$ cat src/sd_spi_command_engine_core_assert.svh
// ----------------------------------------------------------------------------
// SD SPI command engine assertion macros
// Shared concurrent checks, clocked on clk_i and disabled while rst_ni is low.
// ----------------------------------------------------------------------------
`ifndef SD_SPI_COMMAND_ENGINE_CORE_ASSERT_SVH
`define SD_SPI_COMMAND_ENGINE_CORE_ASSERT_SVH

// Same-cycle implication
`define SDCMD_ASSERT_NOW(label, ante, cons) \
  label: assert property (@(posedge clk_i) disable iff (!rst_ni) (ante) |-> (cons)) \
    else $error("sdcmd assertion failed");

// Next-cycle implication
`define SDCMD_ASSERT_NEXT(label, ante, cons) \
  label: assert property (@(posedge clk_i) disable iff (!rst_ni) (ante) |=> (cons)) \
    else $error("sdcmd assertion failed");

`endif

$ cat src/sdcmd_pkg.sv
// ----------------------------------------------------------------------------
// SD SPI command engine package
// Shared types, protocol constants and the command frame byte selector.
// ----------------------------------------------------------------------------
package sdcmd_pkg;

  // Sequencer phases
  typedef enum logic [2:0] {
    PH_IDLE  = 3'd0,
    PH_BUSY  = 3'd1,
    PH_FRAME = 3'd2,
    PH_RESP  = 3'd3,
    PH_EXTRA = 3'd4
  } phase_e;

  // Item kinds
  localparam logic ITEM_START = 1'b0;
  localparam logic ITEM_RX    = 1'b1;

  // Configuration register indexes
  localparam logic [1:0] CFG_BUSY_RETRY = 2'd0;
  localparam logic [1:0] CFG_RESP_RETRY = 2'd1;
  localparam logic [1:0] CFG_IF_COND    = 2'd2;

  // Configuration reset values
  localparam logic [15:0] BUSY_RETRY_RST = 16'hFFFF;
  localparam logic [7:0]  RESP_RETRY_RST = 8'hFF;
  localparam logic [31:0] IF_COND_RST    = 32'h0000_01AA;

  // Bytes on the link
  localparam logic [7:0] FILL_BYTE  = 8'hFF;
  localparam logic [7:0] BUSY_BYTE  = 8'h00;
  localparam logic [7:0] CMD_FLAG   = 8'h40;
  localparam logic [7:0] CRC_CMD8   = 8'h87;
  localparam logic [7:0] CRC_OTHER  = 8'h95;
  localparam logic [7:0] R1_IDLE    = 8'h01;
  localparam logic [7:0] R1_READY   = 8'h00;
  localparam logic [7:0] NO_RESP    = 8'h00;

  // Command indexes
  localparam logic [5:0] CMD_IF_COND      = 6'd8;
  localparam logic [5:0] CMD_READ_SINGLE  = 6'd17;
  localparam logic [5:0] CMD_READ_MULTI   = 6'd18;
  localparam logic [5:0] CMD_WRITE_SINGLE = 6'd24;
  localparam logic [5:0] CMD_WRITE_MULTI  = 6'd25;
  localparam logic [5:0] CMD_READ_OCR     = 6'd58;

  // Card kinds
  localparam logic [1:0] KIND_UNKNOWN = 2'd0;
  localparam logic [1:0] KIND_SD      = 2'd1;
  localparam logic [1:0] KIND_SDHC    = 2'd2;

  // OCR top byte bits
  localparam int unsigned OCR_PWRUP_BIT = 7;
  localparam int unsigned OCR_CCS_BIT   = 6;

  // Bytes read after the R1 for CMD8 and CMD58
  localparam logic [2:0] EXTRA_LEN = 3'd4;

  typedef struct packed {
    logic [15:0] busy_retry;
    logic [7:0]  response_retry;
    logic [31:0] if_cond_pattern;
  } cfg_t;

  typedef struct packed {
    logic        cmd;
    logic [5:0]  cmd_index;
    logic [31:0] cmd_arg;
    logic [7:0]  rx_byte;
  } item_t;

  typedef struct packed {
    phase_e      phase;
    logic [2:0]  byte_index;
    logic [15:0] poll_left;
    logic [5:0]  held_index;
    logic [31:0] held_arg;
    logic [31:0] extra_bytes;
    logic [7:0]  held_response;
    logic [1:0]  card_type;
    logic        select_on;
  } state_t;

  typedef struct packed {
    logic       tx_valid;
    logic [7:0] tx_byte;
    logic       cs_active;
    logic       done_res;
    logic [7:0] response;
    logic [1:0] card_kind;
  } result_t;

  // Byte k of the six-byte command frame
  function automatic logic [7:0] frame_byte(input logic [5:0] idx, input logic [31:0] arg,
                                            input logic [2:0] k);
    logic [7:0] b;
    unique case (k)
      3'd0:    b = {2'b00, idx} | CMD_FLAG;
      3'd1:    b = arg[31:24];
      3'd2:    b = arg[23:16];
      3'd3:    b = arg[15:8];
      3'd4:    b = arg[7:0];
      default: b = (idx == CMD_IF_COND) ? CRC_CMD8 : CRC_OTHER;
    endcase
    return b;
  endfunction

endpackage

$ cat src/sdcmd_step.sv
// ----------------------------------------------------------------------------
// SD SPI command engine step logic
// Next state and result for one beat, given the current state and config.
// ----------------------------------------------------------------------------
module sdcmd_step (
  input  sdcmd_pkg::state_t  state_i,
  input  sdcmd_pkg::item_t   item_i,
  input  sdcmd_pkg::cfg_t    cfg_i,
  output sdcmd_pkg::state_t  state_o,
  output sdcmd_pkg::result_t result_o
);

  sdcmd_pkg::state_t nxt;
  logic              tx_valid;
  logic [7:0]        tx_byte;
  logic              fin;
  logic [7:0]        fin_resp;
  logic              blk_cmd;
  logic [31:0]       ext;

  // Block commands on byte-addressed cards take a byte address
  assign blk_cmd = (item_i.cmd_index == sdcmd_pkg::CMD_READ_SINGLE) ||
                   (item_i.cmd_index == sdcmd_pkg::CMD_READ_MULTI) ||
                   (item_i.cmd_index == sdcmd_pkg::CMD_WRITE_SINGLE) ||
                   (item_i.cmd_index == sdcmd_pkg::CMD_WRITE_MULTI);

  assign ext = {state_i.extra_bytes[23:0], item_i.rx_byte};

  // Advance the sequencer by one beat
  always_comb begin
    nxt      = state_i;
    tx_valid = 1'b1;
    tx_byte  = sdcmd_pkg::FILL_BYTE;
    fin      = 1'b0;
    fin_resp = sdcmd_pkg::FILL_BYTE;
    if (item_i.cmd == sdcmd_pkg::ITEM_START) begin
      nxt.held_index  = item_i.cmd_index;
      nxt.held_arg    = (state_i.card_type == sdcmd_pkg::KIND_SD && blk_cmd) ?
                        {item_i.cmd_arg[22:0], 9'd0} : item_i.cmd_arg;
      nxt.byte_index  = 3'd0;
      nxt.extra_bytes = 32'd0;
      nxt.poll_left   = cfg_i.busy_retry;
      nxt.select_on   = 1'b1;
      nxt.phase       = sdcmd_pkg::PH_BUSY;
    end else begin
      unique case (state_i.phase)
        sdcmd_pkg::PH_BUSY: begin
          if (item_i.rx_byte == sdcmd_pkg::BUSY_BYTE) begin
            if (state_i.poll_left == 16'd0) begin
              fin = 1'b1;
            end else begin
              nxt.poll_left = state_i.poll_left - 16'd1;
            end
          end else begin
            nxt.phase      = sdcmd_pkg::PH_FRAME;
            nxt.byte_index = 3'd1;
            tx_byte = sdcmd_pkg::frame_byte(state_i.held_index, state_i.held_arg, 3'd0);
          end
        end
        sdcmd_pkg::PH_FRAME: begin
          if (state_i.byte_index >= 3'd1 && state_i.byte_index <= 3'd5) begin
            tx_byte = sdcmd_pkg::frame_byte(state_i.held_index, state_i.held_arg,
                                            state_i.byte_index);
            nxt.byte_index = state_i.byte_index + 3'd1;
          end else begin
            nxt.phase     = sdcmd_pkg::PH_RESP;
            nxt.poll_left = {8'd0, cfg_i.response_retry};
          end
        end
        sdcmd_pkg::PH_RESP: begin
          if (item_i.rx_byte == sdcmd_pkg::FILL_BYTE) begin
            if (state_i.poll_left == 16'd0) begin
              fin = 1'b1;
            end else begin
              nxt.poll_left = state_i.poll_left - 16'd1;
            end
          end else begin
            nxt.held_response = item_i.rx_byte;
            if ((state_i.held_index == sdcmd_pkg::CMD_IF_COND &&
                 item_i.rx_byte == sdcmd_pkg::R1_IDLE) ||
                (state_i.held_index == sdcmd_pkg::CMD_READ_OCR &&
                 item_i.rx_byte == sdcmd_pkg::R1_READY)) begin
              nxt.phase       = sdcmd_pkg::PH_EXTRA;
              nxt.byte_index  = 3'd0;
              nxt.extra_bytes = 32'd0;
            end else begin
              fin      = 1'b1;
              fin_resp = item_i.rx_byte;
            end
          end
        end
        sdcmd_pkg::PH_EXTRA: begin
          nxt.extra_bytes = ext;
          nxt.byte_index  = state_i.byte_index + 3'd1;
          if (nxt.byte_index >= sdcmd_pkg::EXTRA_LEN) begin
            fin = 1'b1;
            if (state_i.held_index == sdcmd_pkg::CMD_IF_COND) begin
              if (ext == cfg_i.if_cond_pattern) begin
                fin_resp = state_i.held_response;
              end
            end else if (ext[24 + sdcmd_pkg::OCR_PWRUP_BIT]) begin
              nxt.card_type = ext[24 + sdcmd_pkg::OCR_CCS_BIT] ?
                              sdcmd_pkg::KIND_SDHC : sdcmd_pkg::KIND_SD;
              fin_resp = state_i.held_response;
            end
          end
        end
        default: begin
          nxt.phase = sdcmd_pkg::PH_IDLE;
          tx_valid  = 1'b0;
        end
      endcase
    end

    // End of command: deselect and report
    if (fin) begin
      nxt.phase         = sdcmd_pkg::PH_IDLE;
      nxt.select_on     = 1'b0;
      nxt.held_response = fin_resp;
      tx_valid          = 1'b0;
      tx_byte           = sdcmd_pkg::FILL_BYTE;
    end
  end

  assign state_o            = nxt;
  assign result_o.tx_valid  = tx_valid;
  assign result_o.tx_byte   = tx_byte;
  assign result_o.cs_active = nxt.select_on;
  assign result_o.done_res  = fin;
  assign result_o.response  = fin ? fin_resp : sdcmd_pkg::NO_RESP;
  assign result_o.card_kind = nxt.card_type;

endmodule

$ cat src/sd_spi_command_engine_core.sv
// Beats pass the input register, then the result register. Throughput: one beat per cycle
// when not stalled; while a result waits, an empty input register still takes a beat.
// The rate is set by the single-pass step logic between the two registers.
// Reset: asynchronous, active low; sequencer idle, card deselected, card kind unknown,
// retry and pattern registers at their defaults. No clearing pass.
// ----------------------------------------------------------------------------
// SD SPI command engine core
// Host-side SPI-mode command sequencer, advanced one byte exchange per beat.
// ----------------------------------------------------------------------------
`include "sd_spi_command_engine_core_assert.svh"

module sd_spi_command_engine_core (
  input  logic        clk_i,
  input  logic        rst_ni,
  // Configuration write port
  input  logic        cfg_we_i,
  input  logic [1:0]  cfg_index_i,
  input  logic [31:0] cfg_data_i,
  // Input channel
  input  logic        in_valid_i,
  output logic        in_stall_o,
  input  logic        cmd_i,
  input  logic [5:0]  cmd_index_i,
  input  logic [31:0] cmd_arg_i,
  input  logic [7:0]  rx_byte_i,
  // Output channel
  output logic        out_valid_o,
  input  logic        out_stall_i,
  output logic        tx_valid_o,
  output logic [7:0]  tx_byte_o,
  output logic        cs_active_o,
  output logic        done_res_o,
  output logic [7:0]  response_o,
  output logic [1:0]  card_kind_o
);

  sdcmd_pkg::cfg_t    cfg_q;
  sdcmd_pkg::item_t   item_q;
  logic               in_valid_q;
  sdcmd_pkg::state_t  state_q, state_d;
  sdcmd_pkg::result_t res_q, res_d;
  logic               out_valid_q;
  logic               advance;
  logic               in_take;

  // Move the held beat into the result register when that register frees up
  assign advance    = in_valid_q && (!out_valid_q || !out_stall_i);
  assign in_stall_o = in_valid_q && !advance;
  assign in_take    = in_valid_i && !in_stall_o;

  // Configuration registers
  always_ff @(posedge clk_i or negedge rst_ni) begin
    if (!rst_ni) begin
      cfg_q.busy_retry      <= sdcmd_pkg::BUSY_RETRY_RST;
      cfg_q.response_retry  <= sdcmd_pkg::RESP_RETRY_RST;
      cfg_q.if_cond_pattern <= sdcmd_pkg::IF_COND_RST;
    end else if (cfg_we_i) begin
      unique case (cfg_index_i)
        sdcmd_pkg::CFG_BUSY_RETRY: cfg_q.busy_retry      <= cfg_data_i[15:0];
        sdcmd_pkg::CFG_RESP_RETRY: cfg_q.response_retry  <= cfg_data_i[7:0];
        sdcmd_pkg::CFG_IF_COND:    cfg_q.if_cond_pattern <= cfg_data_i;
        default: ;
      endcase
    end
  end

  // Input register: hold the accepted beat until it advances
  always_ff @(posedge clk_i or negedge rst_ni) begin
    if (!rst_ni) begin
      in_valid_q <= 1'b0;
    end else if (in_take) begin
      in_valid_q <= 1'b1;
    end else if (advance) begin
      in_valid_q <= 1'b0;
    end
  end

  always_ff @(posedge clk_i) begin
    if (in_take) begin
      item_q.cmd       <= cmd_i;
      item_q.cmd_index <= cmd_index_i;
      item_q.cmd_arg   <= cmd_arg_i;
      item_q.rx_byte   <= rx_byte_i;
    end
  end

  sdcmd_step u_step (
    .state_i  (state_q),
    .item_i   (item_q),
    .cfg_i    (cfg_q),
    .state_o  (state_d),
    .result_o (res_d)
  );

  // Sequencer state: update once per advancing beat
  always_ff @(posedge clk_i or negedge rst_ni) begin
    if (!rst_ni) begin
      state_q.phase         <= sdcmd_pkg::PH_IDLE;
      state_q.byte_index    <= 3'd0;
      state_q.poll_left     <= 16'd0;
      state_q.held_index    <= 6'd0;
      state_q.held_arg      <= 32'd0;
      state_q.extra_bytes   <= 32'd0;
      state_q.held_response <= sdcmd_pkg::FILL_BYTE;
      state_q.card_type     <= sdcmd_pkg::KIND_UNKNOWN;
      state_q.select_on     <= 1'b0;
    end else if (advance) begin
      state_q <= state_d;
    end
  end

  // Result register
  always_ff @(posedge clk_i or negedge rst_ni) begin
    if (!rst_ni) begin
      out_valid_q <= 1'b0;
    end else if (advance) begin
      out_valid_q <= 1'b1;
    end else if (!out_stall_i) begin
      out_valid_q <= 1'b0;
    end
  end

  always_ff @(posedge clk_i) begin
    if (advance) begin
      res_q <= res_d;
    end
  end

  assign out_valid_o = out_valid_q;
  assign tx_valid_o  = res_q.tx_valid;
  assign tx_byte_o   = res_q.tx_byte;
  assign cs_active_o = res_q.cs_active;
  assign done_res_o  = res_q.done_res;
  assign response_o  = res_q.response;
  assign card_kind_o = res_q.card_kind;

  // Checks
  `SDCMD_ASSERT_NOW(a_done_deselects, out_valid_q && res_q.done_res,
                    !res_q.tx_valid && !res_q.cs_active)
  `SDCMD_ASSERT_NOW(a_idle_deselected, state_q.phase == sdcmd_pkg::PH_IDLE,
                    !state_q.select_on)
  `SDCMD_ASSERT_NOW(a_kind_legal, 1'b1, state_q.card_type != 2'd3)
  `SDCMD_ASSERT_NOW(a_poll_fill, out_valid_q && !res_q.tx_valid,
                    res_q.tx_byte == sdcmd_pkg::FILL_BYTE)
  `SDCMD_ASSERT_NEXT(a_state_holds, !advance, $stable(state_q))

endmodule

$ cat config.mk
export PLATFORM = sky130hd
export DESIGN_NAME = sd_spi_command_engine_core
export DESIGN_NICKNAME = d
export VERILOG_FILES = /design/src/sdcmd_pkg.sv /design/src/sdcmd_step.sv /design/src/sd_spi_command_engine_core.sv
export VERILOG_INCLUDE_DIRS = /design/src /design/src/src
export SDC_FILE = /design/constraint.sdc
export NUM_CORES = 1
export LEC_CHECK = 0
export BUFFER_PORTS_ARGS = -buffer_cell sky130_fd_sc_hd__buf_2
export CORE_ASPECT_RATIO = 0.8
export CORE_MARGIN = 2
export CORE_UTILIZATION = 53
export DETAILED_ROUTE_END_ITERATION = 8
export MAX_ROUTING_LAYER = met4
export PLACE_DENSITY = 0.8
export SLEW_MARGIN = 20
export SYNTH_ARGS = -nofsm -noshare
export SYNTH_HDL_FRONTEND = slang
export SYNTH_SLANG_ARGS = --single-unit
export TNS_END_PERCENT = 20
$ cat constraint.sdc
create_clock -name clk_i -period 2.45 [get_ports clk_i]
set_input_delay 0.245 -clock clk_i [delete_from_list [all_inputs] [get_ports clk_i]]
set_output_delay 0.245 -clock clk_i [all_outputs]
set_load 0.03 [all_outputs]
## After elaboration in Yosys (flattened, before gate mapping)

Index checks and enable logic that the tools add are counted.

- Bits in registers: 221
- Latch bits: 0
- RAM bits: 0
- ROM bits: 0
- Output and inout bits: 23
- Word-level logic and storage cells: 156
- Memories kept: 0

- Add/sub/neg operators: 2
- Multiply operators: 0
- Div/mod/pow operators: 0
- $lt $le $gt $ge: 3
- Equality and inequality tests: 37
- Shift-type cells: 0
- Muxes and demuxes: 55
- Bitwise operators: 1
- Reduce and logical (&&, ||, !) cells: 34

Operator list:

| operator | count |
|---|---|
| $mux 8 | 11 |
| $mux 16 | 4 |
| $mux 32 | 2 |
| $mux 24 | 2 |
| $pmux 16 s3 | 1 |
| $pmux 24 s2 | 1 |
| $pmux 8 s5 | 1 |
| $eq 32x32->1 | 1 |
| $pmux 8 s2 | 2 |
| $eq 6x5->1 const B | 4 |
| $pmux 3 s4 | 2 |
| $mux 22 | 1 |
| $mux 6 | 3 |
| $logic_not 16->1 | 1 |
| $sub 16x1->16 const B | 1 |
| $ne 3x2->1 const B | 5 |
| $mux 1 | 14 |
| $eq 3x2->1 const B | 4 |
| $ne 4x3->1 const B | 3 |
| $reduce_and 6->1 | 2 |
| $mux 10 | 1 |
| $mux 2 | 5 |
| $mux 3 | 3 |
| $ne 3x3->1 const B | 3 |
| 32 further kinds | 55 |

## Logic depth before layout (Yosys ltp)

Gate-level depths: netlist of run 1.

- Depth in word-level cells: 9
- Gate-level depth with buffers: 11
- Gate-level depth less buffers: 8

## Cells and area by module

A second synthesis of run 1 with hierarchy kept.

- Cells, all modules: 971
- Area, all modules: 11552.3 µm²

By module, submodules not included:

| module | times used | cells an instance | area an instance (µm²) |
|---|---|---|---|
| sd_spi_command_engine_core | 1 | 412 | 8114.0 |
| sdcmd_step | 1 | 559 | 3438.3 |

## Least setup slack after synthesis of run 1

No wires, ideal clock.

- Kind: register -> register
- Start: reg item_q[4] (netlist name)
- End: reg res_q, in the netlist tx_byte_o[3] (data pin)
- Library setup time: 275 ps
- Arrival time: 2199 ps
- Slack: -24 ps
- Stages on the path, launching flop included: 8
- Path buffers: 1
- Period minus slack after synthesis: 2474 ps
- Cell sequence: edfxtp_1 -> or4_4 -> a2111oi_4 -> nor2_1 -> o21ai_2 -> and3_1 -> buf_2 -> o221ai_1

- Longest elaborated chain between the ends: 8
- Elaborated cells on any way between the ends: 14
- Those cells by class: eq/ne: 2; mux: 7; reduce/logical: 5

RTL lines:

| element | RTL line | RTL |
|---|---|---|
| start: declaration | sd_spi_command_engine_core.sv:38 | `sdcmd_pkg::item_t item_q;` |
| $eq 8x1->1 / $logic_not 8->1 (equally long branches) | sdcmd_step.sv:80, sdcmd_step.sv:48, sdcmd_step.sv:82 |  |
| $logic_and 1x1->1 (on tied branches) | sdcmd_step.sv:79, sdcmd_step.sv:81 |  |
| $logic_or 1x1->1 | sdcmd_step.sv:80 | `item_i.rx_byte == sdcmd_pkg::R1_IDLE) \|\|` |
| $mux 1 | sdcmd_step.sv:79 | `if ((state_i.held_index == sdcmd_pkg::CMD_IF_COND &&` |
| $mux 1 | sdcmd_step.sv:71 | `if (item_i.rx_byte == sdcmd_pkg::FILL_BYTE) begin` |
| $pmux 1 s3 | sdcmd_step.sv:46 | `unique case (state_i.phase)` |
| $mux 1 | sdcmd_step.sv:36 | `if (item_i.cmd == sdcmd_pkg::ITEM_START) begin` |
| $reduce_or 2->1 (no source line) | -- |  |
| end signal: assignment | sd_spi_command_engine_core.sv:125 | `res_q <= res_d;` |
| end: declaration | sd_spi_command_engine_core.sv:41 | `sdcmd_pkg::result_t res_q, res_d;` |

Several ways; a longest one is shown, not always the timed one.
A chain may end at the register's enable or synchronous reset.

## Worst setup path after layout of run 1

- Start: reg item_q[7] (netlist name)
- End: reg state_q[16] (netlist name)

- Longest elaborated chain between the ends: 5
- Elaborated cells on any way between the ends: 9
- Those cells by class: eq/ne: 4; reduce/logical: 5

RTL lines:

| element | RTL line | RTL |
|---|---|---|
| $eq 8x1->1 / $logic_not 8->1 (equally long branches) | sdcmd_step.sv:80, sdcmd_step.sv:82 |  |
| $logic_and 1x1->1 (on tied branches) | sdcmd_step.sv:79, sdcmd_step.sv:81 |  |
| $logic_or 1x1->1 | sdcmd_step.sv:80 |  |
| $ne 3x2->1 (no source line) | -- |  |
| $reduce_and 4->1 (no source line) * | -- |  |
| end signal: assignment | sd_spi_command_engine_core.sv:108 | `state_q <= state_d;` |
| end: declaration | sd_spi_command_engine_core.sv:40 | `sdcmd_pkg::state_t state_q, state_d;` |

Every way passes the cells marked *; elsewhere a longest branch is shown, timed or not.

==> flow_summary.yaml, run 1 <==
setup_path:
  cp_common_cell: "buf_6"
  cpPeakStageDelay_ns: 0.56
  path_cells: "or4_4, buf_6, a2111oi_4, buf_4, buf_6, nand2_1, a31oi_4, buf_12, clkbuf_16, nand3_1, o21ai_0"
  cp_max_fo: 24
  end_kind: "flip-flop"
  cp_top_family: "buffers and inverters"
  slowest_stage: "or4_4"
  critPathBufInv: 5
  cp-start-kind: "flip-flop"
  critPathKind: "flip-flop to flip-flop"
  crit_required_ns: 2.86
  crit_arrival_ns: 2.92
route:
  vias_per_cell: 5.89
  first_pass_iters: 6
  antenna_left: 0
  wirelength_um: 26800
  num_vias: 8157
  wl_per_cell_um: 19.3
  drc: 0
  drtIter0Drc: 1081
cts:
  clock_latency_ns: 0.51
  htree_num_levels: 1
  clockBufferDepth: 3
  numCtsBuffers: 22
  cts.clk_slew.worst_paths_ns: 0.06
  clock-sinks: 221
  clockRootBuffer: "clkbuf_16"
  cts_tree: "built"
placed_design:
  port_buffers: 108
  gp_congestion: 0.994
  dp_hpwl_um: 17600
  placed_cell_area_sq_mm: 0.0114
  place_worst_setup_slack_ns: -0.0762
global_routing:
  grt_pass1_wl_um: 41800
  grt_use_total_pct: 26.6
  grt_pass1_vias: 7732
  antenna_found_initial: 0
  grt_max_degree: 71
  overflow: 0
synthesis:
  synth_cell_types: 72
  netlist_area_sq_mm: 0.0102
  avgSynthCellArea_sq_um: 11.5
  synth_flop_cell: "dfrtp_1"
  syn_nets: 975
  ys.warnings.count: 0
  synth_area_leaders: "dfrtp_1, edfxtp_1, dfstp_2"
  yosysSeqAreaShare_pct: 58.2
  async_flop_share_pct: 69.2
  synth_top_cell_area_share_pct: 28.6
  yosys-top-cells-count: "dfrtp_1, nand2_1, o21ai_0, edfxtp_1, mux2_2"
  synth.most_common_cell: "dfrtp_1"
  synth_seq_cells: 221
  synth_edf_count: 68
  yosys.area.top_type: "dfrtp_1"
  synthCells: 882
timing:
  max_freq_mhz: 399
  final-hold-violation-count: 0
  final_max_slew_viol_count: 0
  rsz0062_at_grt: "yes"
  setup_ws_ns: -0.0557
  skew_ns: 0.0124
  fin_crit_sh_pct: 102
  worst_pin_slew_ns: 0.646
  max-slew-margin-rel_pct: 56.9
  setup_viol: 1
  fin_tns_setup_ns: -0.0557
  fin_crit_ns: 2.51
floorplanning:
  die_h_um: 128
  placementRows: 45
  ios: 109
  start_util_pct: 53.9
  die_x_um: 159
  dieArea_sq_mm: 0.0203
  core_area_sq_mm: 0.0189
final_layout:
  num_antenna_cells: 0
  final_area_sq_mm: 0.0131
  fillers: 1281
  multi_input_comb_area_sq_mm: 0.00398
  area_delta_synth_final_pct: 28.7
  final_util_pct: 69.3
  final_layout_size_suffix_gt1_share_pct: 31.1
  nets: 1204
  seq_area_sq_mm: 0.00592
power:
  power.leakage_nw: 5.24
  power.density_mw_per_mm2: 914
  vdd_drop_max_v: 0.000539
hold_path:
  hold_path.class: "input port to flip-flop"
run_status:
  status: "complete, but fails checks"
  violations: "negative setup slack"
flow_run:
  maxCapViolations: 0
==> worst reg2reg max path: stages (launching register included) <==
cell	delay [ns]
edfxtp_1	0.40
or4_4	0.56
buf_6	0.15
a2111oi_4	0.17
buf_4	0.20
buf_6	0.11
nand2_1	0.07
a31oi_4	0.22
buf_12	0.15
clkbuf_16	0.18
nand3_1	0.11
o21ai_0	0.11
==> cell usage in the layout (no fill, tap or decap), drive strengths merged, types with 10 or more instances in the layout <==
cell / n
buf: 183
dfrtp: 116
o21ai: 92
nand2: 91
dlygate4sd3: 73
edfxtp: 68
mux2: 59
clkbuf: 40
nand3: 38
dfstp: 37
inv: 36
xnor2: 33
nor2: 32
a21oi: 26
mux2i: 25
nand4: 13
nor3: 12
o221ai: 10
==> registers in the layout, summed over array words and instances, names as in the netlist, 2 cells and up <==
name / count
state_q: 95
cfg_q: 56
item_q: 47
response_o: 8
card_kind_o: 2
tx_byte_o: 8
==> timing repair <==
| action | 4_1_cts | 5_1_grt |
|---|---|---|
| hold buffers | 73 | 0 |
| endpoints found under the hold margin | 117 | 0 |
| cloned | 0 | 3 |
| endpoints found under the setup margin | 36 | 45 |
| resized for setup | 11 | 17 |
| pin swaps | 3 | 9 |
| buffers inserted | 1 | 4 |
==> path summary, 6_finish.rpt <==
path                                 from          end  slack [ns]  cells after the start
hold reg to reg                item_q[43]  state_q[78]        0.47                      2
min in group asynchronous          rst_ni     cfg_q[9]        0.33                      2
setup reg to reg                item_q[7]  state_q[16]       -0.06                     11
setup / recovery                item_q[7]  state_q[16]       -0.06                     11
max in group asynchronous          rst_ni   state_q[7]        1.39                      3
hold / removal             cfg_data_i[15]    cfg_q[15]        0.01                      2
==> report_power, final <==
group,total [mW],switching [mW],internal (mW),leakage [nW]
sequential,5.19,0.561,4.63,2.48
combinational,3.48,1.90,1.58,2.41
clock,3.28,1.37,1.91,0.347
total,12.0,3.83,8.12,5.24
==> per-layer routing <==
metal,GRT usage (%),up-vias,share of wire [%]
met5,-,-,0
met4,8.96,0,3.2
met3,5.08,79,8.6
met2,38.5,447,44
met1,38.2,3932,44
li1,-,3699,-
==> per-stage QoR <==
stage          total power, mW  hold slack [ns]  instances
2_1_floorplan             7.12          -0.0506        882
3_3_place_gp              8.23            0.304       1264
3_5_place_dp              8.38            0.302       1264
4_1_cts                   11.8          0.00161       1378
5_1_grt                   12.5        0.0000752       1385
6_report                  12.0           0.0113       1385
==> cells by family (layout without fill, tap and decap cells) <==
family	Yosys count	after routing	share of synthesized area, %
compound gates	216	216	14.3
xor+xnor	34	34	2.93
fa+ha+maj	7	7	0.862
buf+inv	91	336	3.67
flops	221	221	58.2
mux	84	84	9.00
simple gates	229	229	11.0
==> area by class of cell <==
class | count | area share [%]
inverter | 37 | 1.06
clock buffer | 37 | 5.27
timing repair buffer | 259 | 15.5
multi-input combinational | 570 | 30.4
sequential | 221 | 45.2
clock inverter | 3 | 0.115
tap | 258 | 2.47
(Power assumes the default switching activity.)
==> run 2, diff against run 1 <==
Settings changed: REMOVE_ABC_BUFFERS set to 1.
==> run 2 against run 1 <==
The flow still finishes with violations (negative setup slack); power shrank 1.9%; critical path depth is 3 lower; via count fell by 0.61%; non-clock buffer count shrank 8; first-iteration DRC count down 22%; global-route usage fell by 0.67 points; worst setup slack better by 0.048 ns; sequential power decreased by 1%; sequential share of layout area up 0.71 points; clock-buffer cell count is 6 lower; clock skew grew 0.0031 ns; critical path type unchanged.
==> flow_summary.yaml, run 2 (synthesized netlist as in run 1, its figures left out) <==
run_status:
  status: "complete, but fails checks"
  violations: "negative setup slack"
cts:
  cts_tree: "built"
  clockBufferDepth: 3
  numCtsBuffers: 23
  clock-sinks: 221
  cts.clk_slew.worst_paths_ns: 0.06
  htree_num_levels: 1
  clock_latency_ns: 0.50
  clockRootBuffer: "clkbuf_16"
route:
  first_pass_iters: 7
  vias_per_cell: 5.88
  wirelength_um: 26300
  num_vias: 8107
  drc: 0
  wl_per_cell_um: 19.1
  antenna_left: 0
  drtIter0Drc: 847
setup_path:
  crit_required_ns: 2.87
  critPathKind: "flip-flop to flip-flop"
  cp-start-kind: "flip-flop"
  cp_max_fo: 4
  crit_arrival_ns: 2.88
  end_kind: "flip-flop"
floorplanning:
  start_util_pct: 53.9
  placementRows: 45
  die_x_um: 159
  dieArea_sq_mm: 0.0203
  core_area_sq_mm: 0.0189
  die_h_um: 128
  ios: 109
global_routing:
  grt_pass1_wl_um: 41000
  overflow: 0
  grt_max_degree: 49
  grt_pass1_vias: 7820
  antenna_found_initial: 0
  grt_use_total_pct: 26.0
timing:
  fin_crit_sh_pct: 100
  final-hold-violation-count: 0
  fin_crit_ns: 2.46
  final_max_slew_viol_count: 0
  worst_pin_slew_ns: 0.639
  setup_ws_ns: -0.00816
  max_freq_mhz: 407
  rsz0062_at_grt: "yes"
  max-slew-margin-rel_pct: 57.0
  skew_ns: 0.0155
  setup_viol: 1
power:
  p_sw_mw: 3.76
  vdd_drop_max_v: 0.000567
  finalPower_mw: 11.7
  power.density_mw_per_mm2: 911
  power.leakage_nw: 5.17
  pwr-share-seq_pct: 43.8
  clkPwrFrac_pct: 27.6
  switching_share_pct: 32.1
  p_int_mw: 7.97
  pwr-share-comb_pct: 28.6
final_layout:
  nets: 1197
  regMostFlops: "state_q"
  layoutNonFillerInstCount: 1378
  final_layout_size_suffix_gt1_share_pct: 29.9
  largest_register_ffs: 95
  reg_top3: "state_q x95, cfg_q x56, item_q x47"
  fillers: 1260
  final_cell_mix: "dfrtp_1, buf_2, nand2_1"
  final_util_pct: 68.3
  final_common_cell: "dfrtp_1"
  num_antenna_cells: 0
  area_delta_synth_final_pct: 26.7
placed_design:
  gp_congestion: 0.937
  dp_cells: 1264
  port_buffers: 108
  dp_hpwl_um: 17000
  place_worst_setup_slack_ns: -0.0888
hold_path:
  hold_path.class: "input port to flip-flop"
flow_run:
  maxCapViolations: 0
run 2: per-layer routing:
metal  track usage (%)  wire (um)
met1              36.7      11400
met4              7.45        754
met2              39.4      12000
met5                 -          0
met3              4.17       2150
run 2: layout make-up:
class,count,area [sq um],area share (%)
clock buffer,31,606,4.70
clock inverter,10,77.6,0.602
inverter,37,139,1.08
multi-input combinational,570,3920,30.4
sequential,221,5920,45.9
tap,258,323,2.51
timing repair buffer,251,1900,14.7
run 2: metrics by stage:
stage / TNS (ns) / cell area [sq um] / hold WS (ns)
final: -0.00816 / 12900 / 0.00981
after CTS: 0 / 12800 / 0.00249
after global placement: -0.173 / 11400 / 0.187
after floorplan: -74.01 / 9930 / -0.0506
after detailed placement: -0.737 / 11400 / 0.190
after global routing: -0.778 / 12900 / 0.00446
run 2: path summary, 6_finish.rpt:
check / endpoint / cells past startpoint / slack (ns) / startpoint
worst max-delay path: state_q[10] / 8 / -0.008 / state_q[76]
worst min-delay path: cfg_q[2] / 2 / 0.01 / cfg_data_i[2]
worst max register to register: state_q[10] / 8 / -0.008 / state_q[76]
worst min register to register: state_q[78] / 2 / 0.46 / item_q[43]
max in group asynchronous: cfg_q[32] / 3 / 1.42 / rst_ni
min in group asynchronous: cfg_q[2] / 2 / 0.24 / rst_ni
run 2: critical path, stage by stage (launching register included):
cell and delay (ns):
dfrtp_1 0.40, or4b_4 0.57, a2111oi_4 0.39, buf_4 0.18, buf_4 0.11, o21a_4 0.13, o211ai_4 0.09, and3_1 0.25
a211oi_2 0.25
run 2: power by group through the flow:
stage          registers (mW)  logic [mW]  clock network (mW)
2_1_floorplan            5.18        1.84                   0
3_3_place_gp             5.15        3.01                   0
3_5_place_dp             5.17        3.09                   0
4_1_cts                  5.11        3.22                3.27
5_1_grt                  5.20        3.65                3.43
6_report                 5.14        3.36                3.23
run 2: what timing repair did:
| action | CTS | global route |
|---|---|---|
| hold endpoints to repair | 107 | 0 |
| gates cloned | 0 | 3 |
| setup endpoints to repair | 26 | 55 |
| gates resized for setup | 6 | 6 |
| hold buffers | 68 | 0 |
| pin swaps | 4 | 4 |
| buffers inserted | 0 | 2 |
